**config.mk**
```make
export PLATFORM = sky130hd
export DESIGN_NAME = pnoise_lerp
export DESIGN_NICKNAME = d
export VERILOG_FILES = /design/src/hdl/pnoise_pkg.sv /design/src/hdl/pnoise_lerp.sv
export SDC_FILE = /design/constraint.sdc
export NUM_CORES = 2
export LEC_CHECK = 0
export ABC_AREA = 1
export BUFFER_PORTS_ARGS = -buffer_cell sky130_fd_sc_hd__buf_2
export CAP_MARGIN = 30
export CORE_UTILIZATION = 50
export CTS_CLUSTER_SIZE = 12
export DETAILED_ROUTE_END_ITERATION = 8
export PLACE_DENSITY = 0.67
export SLEW_MARGIN = 0
export SYNTH_ARGS = -nofsm -noshare
export SYNTH_HDL_FRONTEND = slang
export SYNTH_SLANG_ARGS = --single-unit
export TNS_END_PERCENT = 1
```
**constraint.sdc**
```tcl
create_clock -name i_clk -period 23.3 [get_ports i_clk]
set_input_delay 4.66 -clock i_clk [delete_from_list [all_inputs] [get_ports i_clk]]
set_output_delay 4.66 -clock i_clk [all_outputs]
set_load 0.02 [all_outputs]
```
**src/hdl/pnoise_pkg.sv**
```systemverilog
`timescale 1ns / 1ps
// ----------------------------------------------------------------------------
// pnoise_pkg
// Shared constants, types and tables for the 3D gradient noise pipeline.
// ----------------------------------------------------------------------------
package pnoise_pkg;

    localparam int CELL_BITS   = 8;
    localparam int PERM_SIZE   = 256;
    localparam int GIDX_BITS   = 4;
    localparam int GRAD_COUNT  = 12;
    localparam int COORD_W     = 32;
    localparam int IN_DATA_W   = 96;
    localparam int OUT_W       = 16;
    localparam int CORNERS     = 8;

    // h mod 12 is taken as h - 12 * floor(h * 171 / 2048), exact for 8-bit h.
    localparam logic [15:0] MOD12_RECIP = 16'd171;
    localparam int          MOD12_SHIFT = 11;

    typedef logic [CELL_BITS-1:0] t_cell;
    typedef logic [GIDX_BITS-1:0] t_gidx;

    localparam t_cell PERM_ROM [PERM_SIZE] = '{
        8'd151,8'd160,8'd137,8'd91,8'd90,8'd15,8'd131,8'd13,8'd201,8'd95,8'd96,
        8'd53,8'd194,8'd233,8'd7,8'd225,8'd140,8'd36,8'd103,8'd30,8'd69,8'd142,
        8'd8,8'd99,8'd37,8'd240,8'd21,8'd10,8'd23,8'd190,8'd6,8'd148,8'd247,
        8'd120,8'd234,8'd75,8'd0,8'd26,8'd197,8'd62,8'd94,8'd252,8'd219,8'd203,
        8'd117,8'd35,8'd11,8'd32,8'd57,8'd177,8'd33,8'd88,8'd237,8'd149,8'd56,
        8'd87,8'd174,8'd20,8'd125,8'd136,8'd171,8'd168,8'd68,8'd175,8'd74,
        8'd165,8'd71,8'd134,8'd139,8'd48,8'd27,8'd166,8'd77,8'd146,8'd158,
        8'd231,8'd83,8'd111,8'd229,8'd122,8'd60,8'd211,8'd133,8'd230,8'd220,
        8'd105,8'd92,8'd41,8'd55,8'd46,8'd245,8'd40,8'd244,8'd102,8'd143,8'd54,
        8'd65,8'd25,8'd63,8'd161,8'd1,8'd216,8'd80,8'd73,8'd209,8'd76,8'd132,
        8'd187,8'd208,8'd89,8'd18,8'd169,8'd200,8'd196,8'd135,8'd130,8'd116,
        8'd188,8'd159,8'd86,8'd164,8'd100,8'd109,8'd198,8'd173,8'd186,8'd3,
        8'd64,8'd52,8'd217,8'd226,8'd250,8'd124,8'd123,8'd5,8'd202,8'd38,8'd147,
        8'd118,8'd126,8'd255,8'd82,8'd85,8'd212,8'd207,8'd206,8'd59,8'd227,
        8'd47,8'd16,8'd58,8'd17,8'd182,8'd189,8'd28,8'd42,8'd223,8'd183,8'd170,
        8'd213,8'd119,8'd248,8'd152,8'd2,8'd44,8'd154,8'd163,8'd70,8'd221,
        8'd153,8'd101,8'd155,8'd167,8'd43,8'd172,8'd9,8'd129,8'd22,8'd39,8'd253,
        8'd19,8'd98,8'd108,8'd110,8'd79,8'd113,8'd224,8'd232,8'd178,8'd185,
        8'd112,8'd104,8'd218,8'd246,8'd97,8'd228,8'd251,8'd34,8'd242,8'd193,
        8'd238,8'd210,8'd144,8'd12,8'd191,8'd179,8'd162,8'd241,8'd81,8'd51,
        8'd145,8'd235,8'd249,8'd14,8'd239,8'd107,8'd49,8'd192,8'd214,8'd31,
        8'd181,8'd199,8'd106,8'd157,8'd184,8'd84,8'd204,8'd176,8'd115,8'd121,
        8'd50,8'd45,8'd127,8'd4,8'd150,8'd254,8'd138,8'd236,8'd205,8'd93,
        8'd222,8'd114,8'd67,8'd29,8'd24,8'd72,8'd243,8'd141,8'd128,8'd195,
        8'd78,8'd66,8'd215,8'd61,8'd156,8'd180
    };

    // Edge gradients; the four codes past the twelfth never occur.
    localparam logic signed [1:0] GRAD_X [16] = '{
        2'sd1, -2'sd1, 2'sd1, -2'sd1, 2'sd1, -2'sd1, 2'sd1, -2'sd1,
        2'sd0, 2'sd0, 2'sd0, 2'sd0, 2'sd0, 2'sd0, 2'sd0, 2'sd0};
    localparam logic signed [1:0] GRAD_Y [16] = '{
        2'sd1, 2'sd1, -2'sd1, -2'sd1, 2'sd0, 2'sd0, 2'sd0, 2'sd0,
        2'sd1, -2'sd1, 2'sd1, -2'sd1, 2'sd0, 2'sd0, 2'sd0, 2'sd0};
    localparam logic signed [1:0] GRAD_Z [16] = '{
        2'sd0, 2'sd0, 2'sd0, 2'sd0, 2'sd1, 2'sd1, -2'sd1, -2'sd1,
        2'sd1, 2'sd1, -2'sd1, -2'sd1, 2'sd0, 2'sd0, 2'sd0, 2'sd0};

    function automatic t_gidx grad_index(input t_cell h);
        logic [15:0] prod;
        logic [7:0]  quo;
        logic [7:0]  rem;
        prod = 16'(h) * MOD12_RECIP;
        quo  = 8'(prod >> MOD12_SHIFT);
        rem  = h - 8'(quo * 8'(GRAD_COUNT));
        return rem[GIDX_BITS-1:0];
    endfunction

endpackage

```
**src/hdl/pnoise_lerp.sv**
```systemverilog
`timescale 1ns / 1ps
// ----------------------------------------------------------------------------
// pnoise_lerp
// Two-stage linear blend a + floor((b - a) * s / one) over several lanes.
// ----------------------------------------------------------------------------
module pnoise_lerp #(
    parameter int W     = 19,
    parameter int FB    = 16,
    parameter int LANES = 4
) (
    input  logic                i_clk,
    input  logic [1:0]          i_en,
    input  logic signed [W-1:0] i_a [LANES],
    input  logic signed [W-1:0] i_b [LANES],
    input  logic [FB:0]         i_s,
    output logic signed [W-1:0] o_r [LANES]
);
    import pnoise_pkg::*;

    localparam int PW = W + FB + 3;

    logic signed [W-1:0]  r_a [LANES];
    logic signed [PW-1:0] r_p [LANES];
    logic signed [W-1:0]  r_r [LANES];

    logic signed [PW-1:0] w_d [LANES];
    logic signed [PW-1:0] w_s;

    always_comb begin
        w_s = PW'(signed'({1'b0, i_s}));
        for (int l = 0; l < LANES; l++) begin
            w_d[l] = PW'(i_b[l]) - PW'(i_a[l]);
        end
    end

    always_ff @(posedge i_clk) begin
        for (int l = 0; l < LANES; l++) begin
            if (i_en[0]) begin
                r_a[l] <= i_a[l];
                r_p[l] <= w_d[l] * w_s;
            end
            if (i_en[1]) begin
                // The arithmetic shift floors toward minus infinity.
                r_r[l] <= r_a[l] + W'(r_p[l] >>> FB);
            end
        end
    end

    assign o_r = r_r;

endmodule

```
* Word level (Yosys, flattened, before mapping) *
Memory sizes are Yosys's and may differ from the RTL's.
Index checks and enable logic that the tools add are counted.

storage, ports and cells
  bits in registers = 76
  bits in writable memories = 228
  bits of input ports = 172
  output and inout bits = 76
  logic and storage cells = 20
  memories = 2

memory list
  memory  words  width  rd ports  clocked after Yosys merged registers in  wr ports  line               source
  r_p     4      38     4         0                                        4         pnoise_lerp.sv:23  logic signed [PW-1:0] r_p [LANES];
  r_a     4      19     4         0                                        4         pnoise_lerp.sv:22  logic signed [W-1:0] r_a [LANES];

operators by class
  add/subtract/negate cells = 8
  multiply operators = 4
  mux-type cells = 2

operators by type and width
  cell                                            count
  20-bit by 18-bit multiplier with 38-bit output  4
  19-bit by 19-bit subtractor with 20-bit output  4
  19-bit adder                                    4
  1-bit two-way mux                               2

* Depth between registers and ports, before layout *
  word-level depth = 2
  gate-level depth with buffers = 40

* Least setup slack after synthesis *
OpenSTA, ideal clock, no wires.

  kind = in2reg
  start point = input port i_a[23] (netlist name)
  end point = memory r_p[2][27] (netlist name) (data pin)
  data arrival time = 10,929 ps
  required time = 23,044 ps
  path slack = 12,115 ps
  cell stages on the path = 36
  buffers on the path = 1
  cell sequence = inv_1 > ha_1 > a21oi_1 > o21ai_1 > a21oi_1 > o21ai_0 > or2_2 > buf_2 > nand2_1 > nor2_1 > fa_1 > inv_1 > fa_1 > inv_1 > fa_1 > inv_1 > fa_1 > inv_1 > fa_1 > inv_1 > fa_1 > inv_1 > ha_1 > nand2_1 > nor2_1 > nand4_1 > o21ai_0 > nand2_1 > nand2_1 > inv_1 > o21ai_0 > nand2_1 > inv_1 > nor2_1 > nand2_1 > nand2_1

RTL lines
  item         line               source
  from (decl)  pnoise_lerp.sv:13  input logic signed [W-1:0] i_a [LANES],
  to (decl)    pnoise_lerp.sv:23

==> reports/results.ini <==
[status]
outcome=finished, violations left
violations=DRC

[timing]
max_freq_mhz=80.5
fin_skew_ns=0.00955
drv_slew=0
tightest_slew_ns=1.02
tns_ns=0
relSlewSlack_pct=31.7
hold_violations=0
setup_viol=0
timing.final.crit_share_pct=53.3
fin_crit_ns=12.43
rsz0062_at_grt=no

[logic_synthesis]
synth_cells=7499
synth-edff-count=228
yosys_warnings=0
synth.top_cell.area_share_pct=40.6
syn_avg_cell_area_sq_um=8.34
synth.area.top_cells=fa_1, inv_1, edfxtp_1
synth_seq_cells=228
synth_seq_area_share_pct=10.9
async_flop_share_pct=0
yosys.area.top_type=fa_1
synthesis.nets=9427
synth_ff_type=edfxtp_1
synth.distinct_cells=62
synth_area_sq_um=62500

[cells_and_area]
layout_commonest_cell=inv_1
syn_to_final_growth_pct=5.86
drive_above_1_share_pct=6.64
final_cell_mix=inv_1, fa_1, nand2_1, nor2_1, ha_1
fin_nets=9543

[detailed_routing]
drt_wl_total_um=174000
route.detailed.drc=62
ant_nets=0
dr.first_iter.drc_count=3843
viasPerCell=5.28
vias=48900
firstDrtPassIters=9
wl_per_cell_um=18.8

[setup_path]
worstPathRequired_ns=23.65
endpoint_kind=flop
crit_family=adder cells
critPathBufInv=9
worst_path_max_delay_cell=nand2_1
cp_max_fo=10
timing.critical_path.from_type=primary input
cpPeakStageDelay_ns=0.59
critPathArrivalTime_ns=12.78
worstSetupPathType=primary input to flop

[global_routing]
grt_use_total_pct=28.3
grt_max_degree=69
grt_pass1_vias=51600
overflow=0
antenna_found_initial=3
grt_pass1_wl_um=279000

[placement]
dp_hpwl_um=141000
gp_congestion=0.944
io_buffer_count=247

[floorplan]
fp-row-count=129
dieArea_sq_um=126000
top_level_ports=248
die_h_um=356
initial_utilization_pct=50.5
core_area_sq_um=124000
die_w_um=356

[worst_hold_path]
worstHoldPathType=flop to flop

[clock_tree]
path_clk_slew_ns=0.06
clock_sinks=228
post_cts_resized=0
root_buffer=clkbuf_16
cts_setup_buffers=0
clockBufferDepth=3
cts_max_level=1
cts_made_buffers=28
cts_tree=yes
postCtsHoldBufs=0
clk_latency_ns=0.60

[job]
drv_cap=0

sequential cells by signal, indices dropped and copies added (netlist names):
| name | flops |
|---|---|
| o_r | 76 |
| r_a | 76 |
| r_p | 76 |
stage by stage:
stage	instances	area, sq um	utilization, %	hold slack, ns	setup slack, ns
finish	9272	66200	53.5	0.541	10.87
global route	9271	66200	53.5	0.561	10.45
CTS	9270	66200	53.4	0.544	11.01
detailed placement	9221	65300	52.8	0.533	10.38
global placement	9219	65300	52.7	0.524	10.15
floorplan	7499	62500	-	0.513	12.11
Yosys cell counts, types with 65 or more instances:
cell	instances
nand2_1	1098
or2_2	65
clkbuf_1	163
edfxtp_1	228
nand3_1	243
xor2_1	167
inv_1	2018
fa_1	1268
ha_1	488
o21ai_0	164
a21oi_1	290
nor2_1	846
final timing paths:
kind,cells after the start,from,end,slack [ns]
max,35,i_a[61],r_p[0][34],10.87
min,1,r_a[1][0],o_r[38],0.54
max reg2reg,11,r_p[1][16],o_r[54],20.68
min reg2reg,1,r_a[1][0],o_r[38],0.54
cells by family after synthesis:
group,share of synthesized area (%)
xor+xnor,3.58
simple gates,15.9
compound gates,5.37
flops,10.9
buf+inv,13.8
fa+ha+maj,50.4
layer usage:
layer  track usage, %  wire (um)
met1             36.8      70400
met2             48.4      84600
met3             3.92      12900
met4             9.59       6210
met5                0          9
layout make-up:
cell class	instances	area, sq um
well taps	1637	2050
fillers	11500	57600
repair buffers	292	1630
flip-flops and latches	228	6850
inverters	2061	7740
multi-input cells	5004	47100
diodes	1	2.50
clock buffers	33	741
clock inverters	16	123
Power is not shown: default switching activity piles up to over one toggle a cycle in this logic, so the estimate is an artifact.
