File: config.mk
export PLATFORM = sky130hd
export DESIGN_NAME = pnoise_fade
export DESIGN_NICKNAME = d
export VERILOG_FILES = /design/src/hdl/pnoise_pkg.sv /design/src/hdl/pnoise_fade.sv
export SDC_FILE = /design/constraint.sdc
export NUM_CORES = 2
export LEC_CHECK = 0
export BUFFER_PORTS_ARGS = -buffer_cell sky130_fd_sc_hd__buf_2
export CORE_MARGIN = 5
export CORE_UTILIZATION = 32
export CTS_CLUSTER_SIZE = 10
export DETAILED_ROUTE_END_ITERATION = 7
export PLACE_DENSITY = 0.57
export SETUP_SLACK_MARGIN = 0.1
export SYNTH_ARGS = -nofsm -noshare
export SYNTH_HDL_FRONTEND = slang
export SYNTH_SLANG_ARGS = --single-unit
File: constraint.sdc
create_clock -name i_clk -period 8.28 [get_ports i_clk]
set_input_delay 0.828 -clock i_clk [delete_from_list [all_inputs] [get_ports i_clk]]
set_output_delay 0.828 -clock i_clk [all_outputs]
set_load 0.02 [all_outputs]
File: src/hdl/pnoise_pkg.sv
`timescale 1ns / 1ps
// ----------------------------------------------------------------------------
// pnoise_pkg
// Shared constants, types and tables for the 3D gradient noise pipeline.
// ----------------------------------------------------------------------------
package pnoise_pkg;

    localparam int CELL_BITS   = 8;
    localparam int PERM_SIZE   = 256;
    localparam int GIDX_BITS   = 4;
    localparam int GRAD_COUNT  = 12;
    localparam int COORD_W     = 32;
    localparam int IN_DATA_W   = 96;
    localparam int OUT_W       = 16;
    localparam int CORNERS     = 8;

    // h mod 12 is taken as h - 12 * floor(h * 171 / 2048), exact for 8-bit h.
    localparam logic [15:0] MOD12_RECIP = 16'd171;
    localparam int          MOD12_SHIFT = 11;

    typedef logic [CELL_BITS-1:0] t_cell;
    typedef logic [GIDX_BITS-1:0] t_gidx;

    localparam t_cell PERM_ROM [PERM_SIZE] = '{
        8'd151,8'd160,8'd137,8'd91,8'd90,8'd15,8'd131,8'd13,8'd201,8'd95,8'd96,
        8'd53,8'd194,8'd233,8'd7,8'd225,8'd140,8'd36,8'd103,8'd30,8'd69,8'd142,
        8'd8,8'd99,8'd37,8'd240,8'd21,8'd10,8'd23,8'd190,8'd6,8'd148,8'd247,
        8'd120,8'd234,8'd75,8'd0,8'd26,8'd197,8'd62,8'd94,8'd252,8'd219,8'd203,
        8'd117,8'd35,8'd11,8'd32,8'd57,8'd177,8'd33,8'd88,8'd237,8'd149,8'd56,
        8'd87,8'd174,8'd20,8'd125,8'd136,8'd171,8'd168,8'd68,8'd175,8'd74,
        8'd165,8'd71,8'd134,8'd139,8'd48,8'd27,8'd166,8'd77,8'd146,8'd158,
        8'd231,8'd83,8'd111,8'd229,8'd122,8'd60,8'd211,8'd133,8'd230,8'd220,
        8'd105,8'd92,8'd41,8'd55,8'd46,8'd245,8'd40,8'd244,8'd102,8'd143,8'd54,
        8'd65,8'd25,8'd63,8'd161,8'd1,8'd216,8'd80,8'd73,8'd209,8'd76,8'd132,
        8'd187,8'd208,8'd89,8'd18,8'd169,8'd200,8'd196,8'd135,8'd130,8'd116,
        8'd188,8'd159,8'd86,8'd164,8'd100,8'd109,8'd198,8'd173,8'd186,8'd3,
        8'd64,8'd52,8'd217,8'd226,8'd250,8'd124,8'd123,8'd5,8'd202,8'd38,8'd147,
        8'd118,8'd126,8'd255,8'd82,8'd85,8'd212,8'd207,8'd206,8'd59,8'd227,
        8'd47,8'd16,8'd58,8'd17,8'd182,8'd189,8'd28,8'd42,8'd223,8'd183,8'd170,
        8'd213,8'd119,8'd248,8'd152,8'd2,8'd44,8'd154,8'd163,8'd70,8'd221,
        8'd153,8'd101,8'd155,8'd167,8'd43,8'd172,8'd9,8'd129,8'd22,8'd39,8'd253,
        8'd19,8'd98,8'd108,8'd110,8'd79,8'd113,8'd224,8'd232,8'd178,8'd185,
        8'd112,8'd104,8'd218,8'd246,8'd97,8'd228,8'd251,8'd34,8'd242,8'd193,
        8'd238,8'd210,8'd144,8'd12,8'd191,8'd179,8'd162,8'd241,8'd81,8'd51,
        8'd145,8'd235,8'd249,8'd14,8'd239,8'd107,8'd49,8'd192,8'd214,8'd31,
        8'd181,8'd199,8'd106,8'd157,8'd184,8'd84,8'd204,8'd176,8'd115,8'd121,
        8'd50,8'd45,8'd127,8'd4,8'd150,8'd254,8'd138,8'd236,8'd205,8'd93,
        8'd222,8'd114,8'd67,8'd29,8'd24,8'd72,8'd243,8'd141,8'd128,8'd195,
        8'd78,8'd66,8'd215,8'd61,8'd156,8'd180
    };

    // Edge gradients; the four codes past the twelfth never occur.
    localparam logic signed [1:0] GRAD_X [16] = '{
        2'sd1, -2'sd1, 2'sd1, -2'sd1, 2'sd1, -2'sd1, 2'sd1, -2'sd1,
        2'sd0, 2'sd0, 2'sd0, 2'sd0, 2'sd0, 2'sd0, 2'sd0, 2'sd0};
    localparam logic signed [1:0] GRAD_Y [16] = '{
        2'sd1, 2'sd1, -2'sd1, -2'sd1, 2'sd0, 2'sd0, 2'sd0, 2'sd0,
        2'sd1, -2'sd1, 2'sd1, -2'sd1, 2'sd0, 2'sd0, 2'sd0, 2'sd0};
    localparam logic signed [1:0] GRAD_Z [16] = '{
        2'sd0, 2'sd0, 2'sd0, 2'sd0, 2'sd1, 2'sd1, -2'sd1, -2'sd1,
        2'sd1, 2'sd1, -2'sd1, -2'sd1, 2'sd0, 2'sd0, 2'sd0, 2'sd0};

    function automatic t_gidx grad_index(input t_cell h);
        logic [15:0] prod;
        logic [7:0]  quo;
        logic [7:0]  rem;
        prod = 16'(h) * MOD12_RECIP;
        quo  = 8'(prod >> MOD12_SHIFT);
        rem  = h - 8'(quo * 8'(GRAD_COUNT));
        return rem[GIDX_BITS-1:0];
    endfunction

endpackage

File: src/hdl/pnoise_fade.sv
`timescale 1ns / 1ps
// ----------------------------------------------------------------------------
// pnoise_fade
// Three-stage Hermite fade 3t^2 - 2t^3 for the three fractions.
// ----------------------------------------------------------------------------
module pnoise_fade #(
    parameter int FB = 16
) (
    input  logic          i_clk,
    input  logic [2:0]    i_en,
    input  logic [FB-1:0] i_t    [3],
    output logic [FB:0]   o_fade [3]
);
    import pnoise_pkg::*;

    logic [FB-1:0] r_t1  [3];
    logic [FB-1:0] r_t2a [3];
    logic [FB-1:0] r_t2b [3];
    logic [FB-1:0] r_t3  [3];
    logic [FB:0]   r_fade [3];

    logic [2*FB-1:0] w_sq  [3];
    logic [2*FB-1:0] w_cu  [3];
    logic [FB+2:0]   w_sum [3];

    always_comb begin
        for (int l = 0; l < 3; l++) begin
            w_sq[l]  = (2*FB)'(i_t[l]) * (2*FB)'(i_t[l]);
            w_cu[l]  = (2*FB)'(r_t2a[l]) * (2*FB)'(r_t1[l]);
            w_sum[l] = (FB+3)'(r_t2b[l]) * (FB+3)'(3) - (FB+3)'(r_t3[l]) * (FB+3)'(2);
        end
    end

    always_ff @(posedge i_clk) begin
        for (int l = 0; l < 3; l++) begin
            if (i_en[0]) begin
                r_t1[l]  <= i_t[l];
                r_t2a[l] <= w_sq[l][2*FB-1:FB];
            end
            if (i_en[1]) begin
                r_t2b[l] <= r_t2a[l];
                r_t3[l]  <= w_cu[l][2*FB-1:FB];
            end
            if (i_en[2]) begin
                r_fade[l] <= w_sum[l][FB:0];
            end
        end
    end

    assign o_fade = r_fade;

endmodule

After elaboration in Yosys (flattened, before gate mapping)
Memory sizes are Yosys's and may differ from the RTL's. Cells that the tools add are included.

Register bits: 51. Memory bits (writable): 192. Input port bits: 52. Output and inout port bits: 51. Word-level logic and storage cells: 23. Memories kept: 4.

Memory list: r_t1 (depth 3, bits a word 16, read ports 3, clocked after memory_dff 0, write ports 3, line pnoise_fade.sv:16) `logic [FB-1:0] r_t1 [3];`; r_t2a (depth 3, bits a word 16, read ports 3, clocked after memory_dff 0, write ports 3, line pnoise_fade.sv:17) `logic [FB-1:0] r_t2a [3];`; r_t2b (depth 3, bits a word 16, read ports 3, clocked after memory_dff 0, write ports 3, line pnoise_fade.sv:18) `logic [FB-1:0] r_t2b [3];`; r_t3 (depth 3, bits a word 16, read ports 3, clocked after memory_dff 0, write ports 3, line pnoise_fade.sv:19) `logic [FB-1:0] r_t3 [3];`.

Add/subtract/negate cells: 3. $mul: 9. Muxes and demuxes: 4.

Operator list (number): $mul A16 B16 Y32 (6); $mul A16 B2 Y17 const B (3); $sub A17 B17 Y17 (3); $mux W1 (4).

Logic depth before layout (Yosys ltp)
Word-level depth: 2. Gate-level depth with buffers: 24. Mapped depth without buffers: 23.

Least setup slack after synthesis
OpenSTA, ideal clock, no wires.

Kind: input-to-reg. Start point: in i_t[46] (netlist name). End point: mem r_t2a[0][12], data pin. Setup time: 0.263 ns. Arrival time: 6.481 ns. Required time: 8.017 ns. Slack: 1.536 ns. Stages: 21. Buffers on the path: 2. Cell sequence: clkbuf_1 > clkbuf_1 > nand2_1 > fa_1 > fa_1 > inv_1 > fa_1 > fa_1 > fa_1 > inv_1 > fa_1 > inv_1 > ha_1 > a21oi_1 > o21ai_0 > a211o_1 > o31a_1 > a221o_1 > a21oi_2 > o221ai_2 > xor2_1.

RTL lines: start, declared (line pnoise_fade.sv:11) `input logic [FB-1:0] i_t [3],`; end, declared (line pnoise_fade.sv:17).

==> results.rst <==
.. list-table::
   :header-rows: 1

   * - Metric
     - Value
   * - Final weighted congestion of routability-driven global placement
     - 0.823
   * - Final-report setup violation count
     - 0
   * - Cell Area, Synth
     - 54800 sq um
   * - Worst-path maximum fanout
     - 17
   * - Total Neg Setup Slack
     - 0 ns
   * - Number of nets in the layout
     - 7477
   * - Overall die area
     - 180000 sq um
   * - Post-synthesis compound-gate area fraction
     - 0.0429
   * - Chip Height
     - 424 microns
   * - Initial antenna violation count
     - 2
   * - Share of cell area taken by muxes after synthesis
     - 0.000799
   * - Synth cell types
     - 55
   * - Peak Freq
     - 143 MHz
   * - Predominant post-synthesis flop cell
     - sky130_fd_sc_hd__edfxtp_1
   * - Effective utilization at floorplan
     - 0.321
   * - Top cell type's share of synthesized area
     - 0.406
   * - Startpoint Class
     - register
   * - Measured slew at the worst slew-check pin
     - 0.998 ns
   * - Hold-fix buffers at CTS
     - 0
   * - Vias in the first global route
     - 40703
   * - Max Cap Violations
     - 0
   * - Data arrival time of the worst path
     - 7.32 ns
   * - Root Buffer Master
     - sky130_fd_sc_hd__clkbuf_16
   * - Number of instances resized during post-cts repair
     - 0
   * - Worst reg2reg endpoint
     - r_t3[0][15]$_DFFE_PP_
   * - Number of design-rule violations left by the first detailed-router iteration
     - 1423
   * - Number of remaining DRC errors
     - 0
   * - Post-Synthesis Net Count
     - 7484
   * - Clock-pin slew on the worst setup and hold paths
     - 0.05 ns
   * - Number of H-tree levels
     - 2
   * - Overall die width
     - 424 microns
   * - Syn-to-layout area delta
     - 7.36%
   * - Number of standard-cell rows in the floorplan
     - 152
   * - Layout Utilization
     - 0.344
   * - XOR/XNOR share of the synthesized area
     - 0.0267
   * - I/O pin cnt
     - 103
   * - Number of flops mapped to enable cells by yosys
     - 243
   * - Most numerous cell types in the synthesized netlist
     - 1553 x sky130_fd_sc_hd__inv_1, 1111 x sky130_fd_sc_hd__fa_1, 698 x sky130_fd_sc_hd__nand2_1
   * - Total track usage
     - 0.142
   * - Number of max-slew violations in the final report
     - 0
   * - Adder-cell share of the synthesized area
     - 0.553
   * - Largest net degree at the start of global routing
     - 71
   * - Leading cell types by total area after synthesis
     - sky130_fd_sc_hd__fa_1 41%, sky130_fd_sc_hd__ha_1 15%, sky130_fd_sc_hd__edfxtp_1 13%
   * - Vias post-DR
     - 36081
   * - Global-route wire length before repair
     - 209000 microns
   * - Top-count cell post-synth
     - sky130_fd_sc_hd__inv_1
   * - # clock sinks
     - 243
   * - Startpoint of the tightest hold check path
     - r_t2b[0][0]$_DFFE_PP_
   * - Headroom to the max-slew limit
     - 0.335
   * - Yosys reg bits
     - 243
   * - Count of buffers added by post-CTS timing repair for setup
     - 0
   * - Simple-gate area share of the yosys netlist
     - 0.127
   * - Endpoint type of the worst setup path
     - register
   * - Synthesized area per cell
     - 9.65 sq um
   * - Crit Reg-Reg Startpoint
     - r_t2a[0][6]$_DFFE_PP_
   * - Remaining global-route overflow
     - 0
   * - Half-perimeter wire length after detailed placement
     - 96600 microns
   * - Depth of the most critical reg-to-reg path
     - 20
   * - Setup repair after global routing missed its margin
     - false
   * - Avg WL per Cell
     - 15.4 microns
   * - Worst clock skew
     - 0.0180 ns
   * - Final wirelength
     - 122000 microns
   * - TritonCTS clock tree
     - done
   * - Fraction of final layout cells with drive strength greater than 1
     - 0.0340
   * - Cell accounting for the most synthesized area
     - sky130_fd_sc_hd__fa_1
   * - Part of the cycle the worst path needs
     - 0.845
   * - End point of the most critical hold path
     - o_fade[34]$_DFFE_PP_
   * - Yosys synthesis warning count
     - 0
   * - Remaining number of nets flagged by the antenna check after routing
     - 0
   * - Placeable core region
     - 171000 sq um
   * - Worst hold-check path type
     - register to register
   * - Maximum number of buffers from clock root to sink
     - 3
   * - Detail-routed via count per cell
     - 4.55
   * - Port Buffer Count
     - 102
   * - DR pass1 iterations
     - 5
   * - Portion of the post-synthesis area used by sequential elements
     - 0.133
   * - Cells after synthesis
     - 5678
   * - Number of diodes added for antenna fixing
     - 0
   * - Number of clock buffers inserted by TritonCTS
     - 38
   * - Number of cells on the worst hold path
     - 0
   * - Run status
     - completed
   * - Number of hold-slack violations in the final timing report
     - 0
   * - Crit path time final
     - 7.00 ns
   * - Worst R2R Setup Slack
     - 1.28 ns
   * - Dominant combinational cell family by area after synthesis
     - adder cells
   * - Worst endpoint required time
     - 8.61 ns
   * - Clock latency on the worst-skew pair
     - 0.59 ns
   * - Post-synthesis async set-or-reset flop share
     - 0
   * - Path type of the worst setup path
     - register to register
flip-flops by register name, indices dropped and copies added (netlist names):
name    count
r_t1       48
r_t2a      48
r_t3       48
o_fade     51
r_t2b      48
how the worst max path moves through the flow:
stage	start	to	depth (start not counted)
after CTS	r_t2a[0][6]$_DFFE_PP_	r_t3[0][15]$_DFFE_PP_	20
after detailed placement	i_t[44]	r_t2a[0][12]$_DFFE_PP_	22
after floorplan	i_t[46]	r_t2a[0][12]$_DFFE_PP_	21
after global routing	r_t1[0][7]$_DFFE_PP_	r_t3[0][15]$_DFFE_PP_	19
final	r_t2a[0][6]$_DFFE_PP_	r_t3[0][15]$_DFFE_PP_	20
after global placement	i_t[37]	r_t2a[0][12]$_DFFE_PP_	23
area by class of cell:
cell class	instances	area, sq um
timing repair buffer	112	593
clock buffer	42	987
tap	2233	2790
clock inverter	25	255
inverter	1553	5830
fill	17380	112000
sequential	243	7300
multi-input combinational	3723	41100
per-stage QoR:
stage,worst slack [ns],hold WS (ns),area [sq um],instances
finish,1.28,0.452,58800,7931
floorplan,1.54,0.426,54800,5678
global placement,1.05,0.446,57600,7864
global route,0.876,0.464,58800,7931
detailed placement,1.09,0.441,57600,7864
CTS,1.28,0.454,58800,7931
metal layers:
metal	vias to the layer above	track usage	wire length (microns)
met4	0	0.0378	3210
met3	151	0.0140	4380
met1	18372	0.186	54700
li1	16952	-	-
met5	-	0	0
met2	606	0.251	60200
worst max-delay path: stages (launching register included):
cell and delay, ns:
sky130_fd_sc_hd__edfxtp_1 0.92, sky130_fd_sc_hd__and2_1 0.25, sky130_fd_sc_hd__fa_1 0.41, sky130_fd_sc_hd__inv_1 0.08
sky130_fd_sc_hd__fa_1 0.43, sky130_fd_sc_hd__fa_1 0.52, sky130_fd_sc_hd__inv_1 0.05, sky130_fd_sc_hd__fa_1 0.45
sky130_fd_sc_hd__fa_1 0.52, sky130_fd_sc_hd__inv_1 0.05, sky130_fd_sc_hd__fa_1 0.48, sky130_fd_sc_hd__inv_1 0.04
sky130_fd_sc_hd__ha_1 0.33, sky130_fd_sc_hd__and3_1 0.24, sky130_fd_sc_hd__nor4b_1 0.15, sky130_fd_sc_hd__or3_1 0.30
sky130_fd_sc_hd__a211o_1 0.33, sky130_fd_sc_hd__a31oi_1 0.48, sky130_fd_sc_hd__o31ai_1 0.24, sky130_fd_sc_hd__o41ai_1 0.35
sky130_fd_sc_hd__xnor2_1 0.10
cell usage in the layout, fill, tap and decap left out, types with 12 or more instances in the layout:
master	instances
sky130_fd_sc_hd__buf_4	13
sky130_fd_sc_hd__a31oi_1	13
sky130_fd_sc_hd__o211ai_1	16
sky130_fd_sc_hd__edfxtp_1	243
sky130_fd_sc_hd__clkbuf_16	39
sky130_fd_sc_hd__fa_1	1111
sky130_fd_sc_hd__buf_2	99
sky130_fd_sc_hd__a21o_1	62
sky130_fd_sc_hd__nor3_1	27
sky130_fd_sc_hd__inv_1	1553
sky130_fd_sc_hd__nand4_1	23
sky130_fd_sc_hd__o21a_1	16
sky130_fd_sc_hd__o21bai_1	16
sky130_fd_sc_hd__ha_1	643
sky130_fd_sc_hd__xnor2_1	112
sky130_fd_sc_hd__a211oi_1	12
sky130_fd_sc_hd__a21oi_1	109
sky130_fd_sc_hd__nor2_1	103
sky130_fd_sc_hd__nand2_1	698
sky130_fd_sc_hd__xor2_1	55
sky130_fd_sc_hd__nor2b_1	26
sky130_fd_sc_hd__and3_1	21
sky130_fd_sc_hd__nand2b_1	18
sky130_fd_sc_hd__or2_2	14
sky130_fd_sc_hd__nand3_1	24
sky130_fd_sc_hd__o21ai_0	54
sky130_fd_sc_hd__and2_1	463
kinds of logic (layout without fill, tap and decap cells):
kind of cell             after synthesis  count (layout)
AO/OA/AOI/OAI                        360             360
XOR/XNOR                             167             167
buffers and inverters               1712            1732
adder cells (fa/ha/maj)             1754            1754
flip-flops                           243             243
multiplexers                           4               4
AND/OR/NAND/NOR                     1438            1438
Power is left out: the tool's default activity adds up to more than one toggle a clock period on the data nets, which glitch-free logic cannot reach.
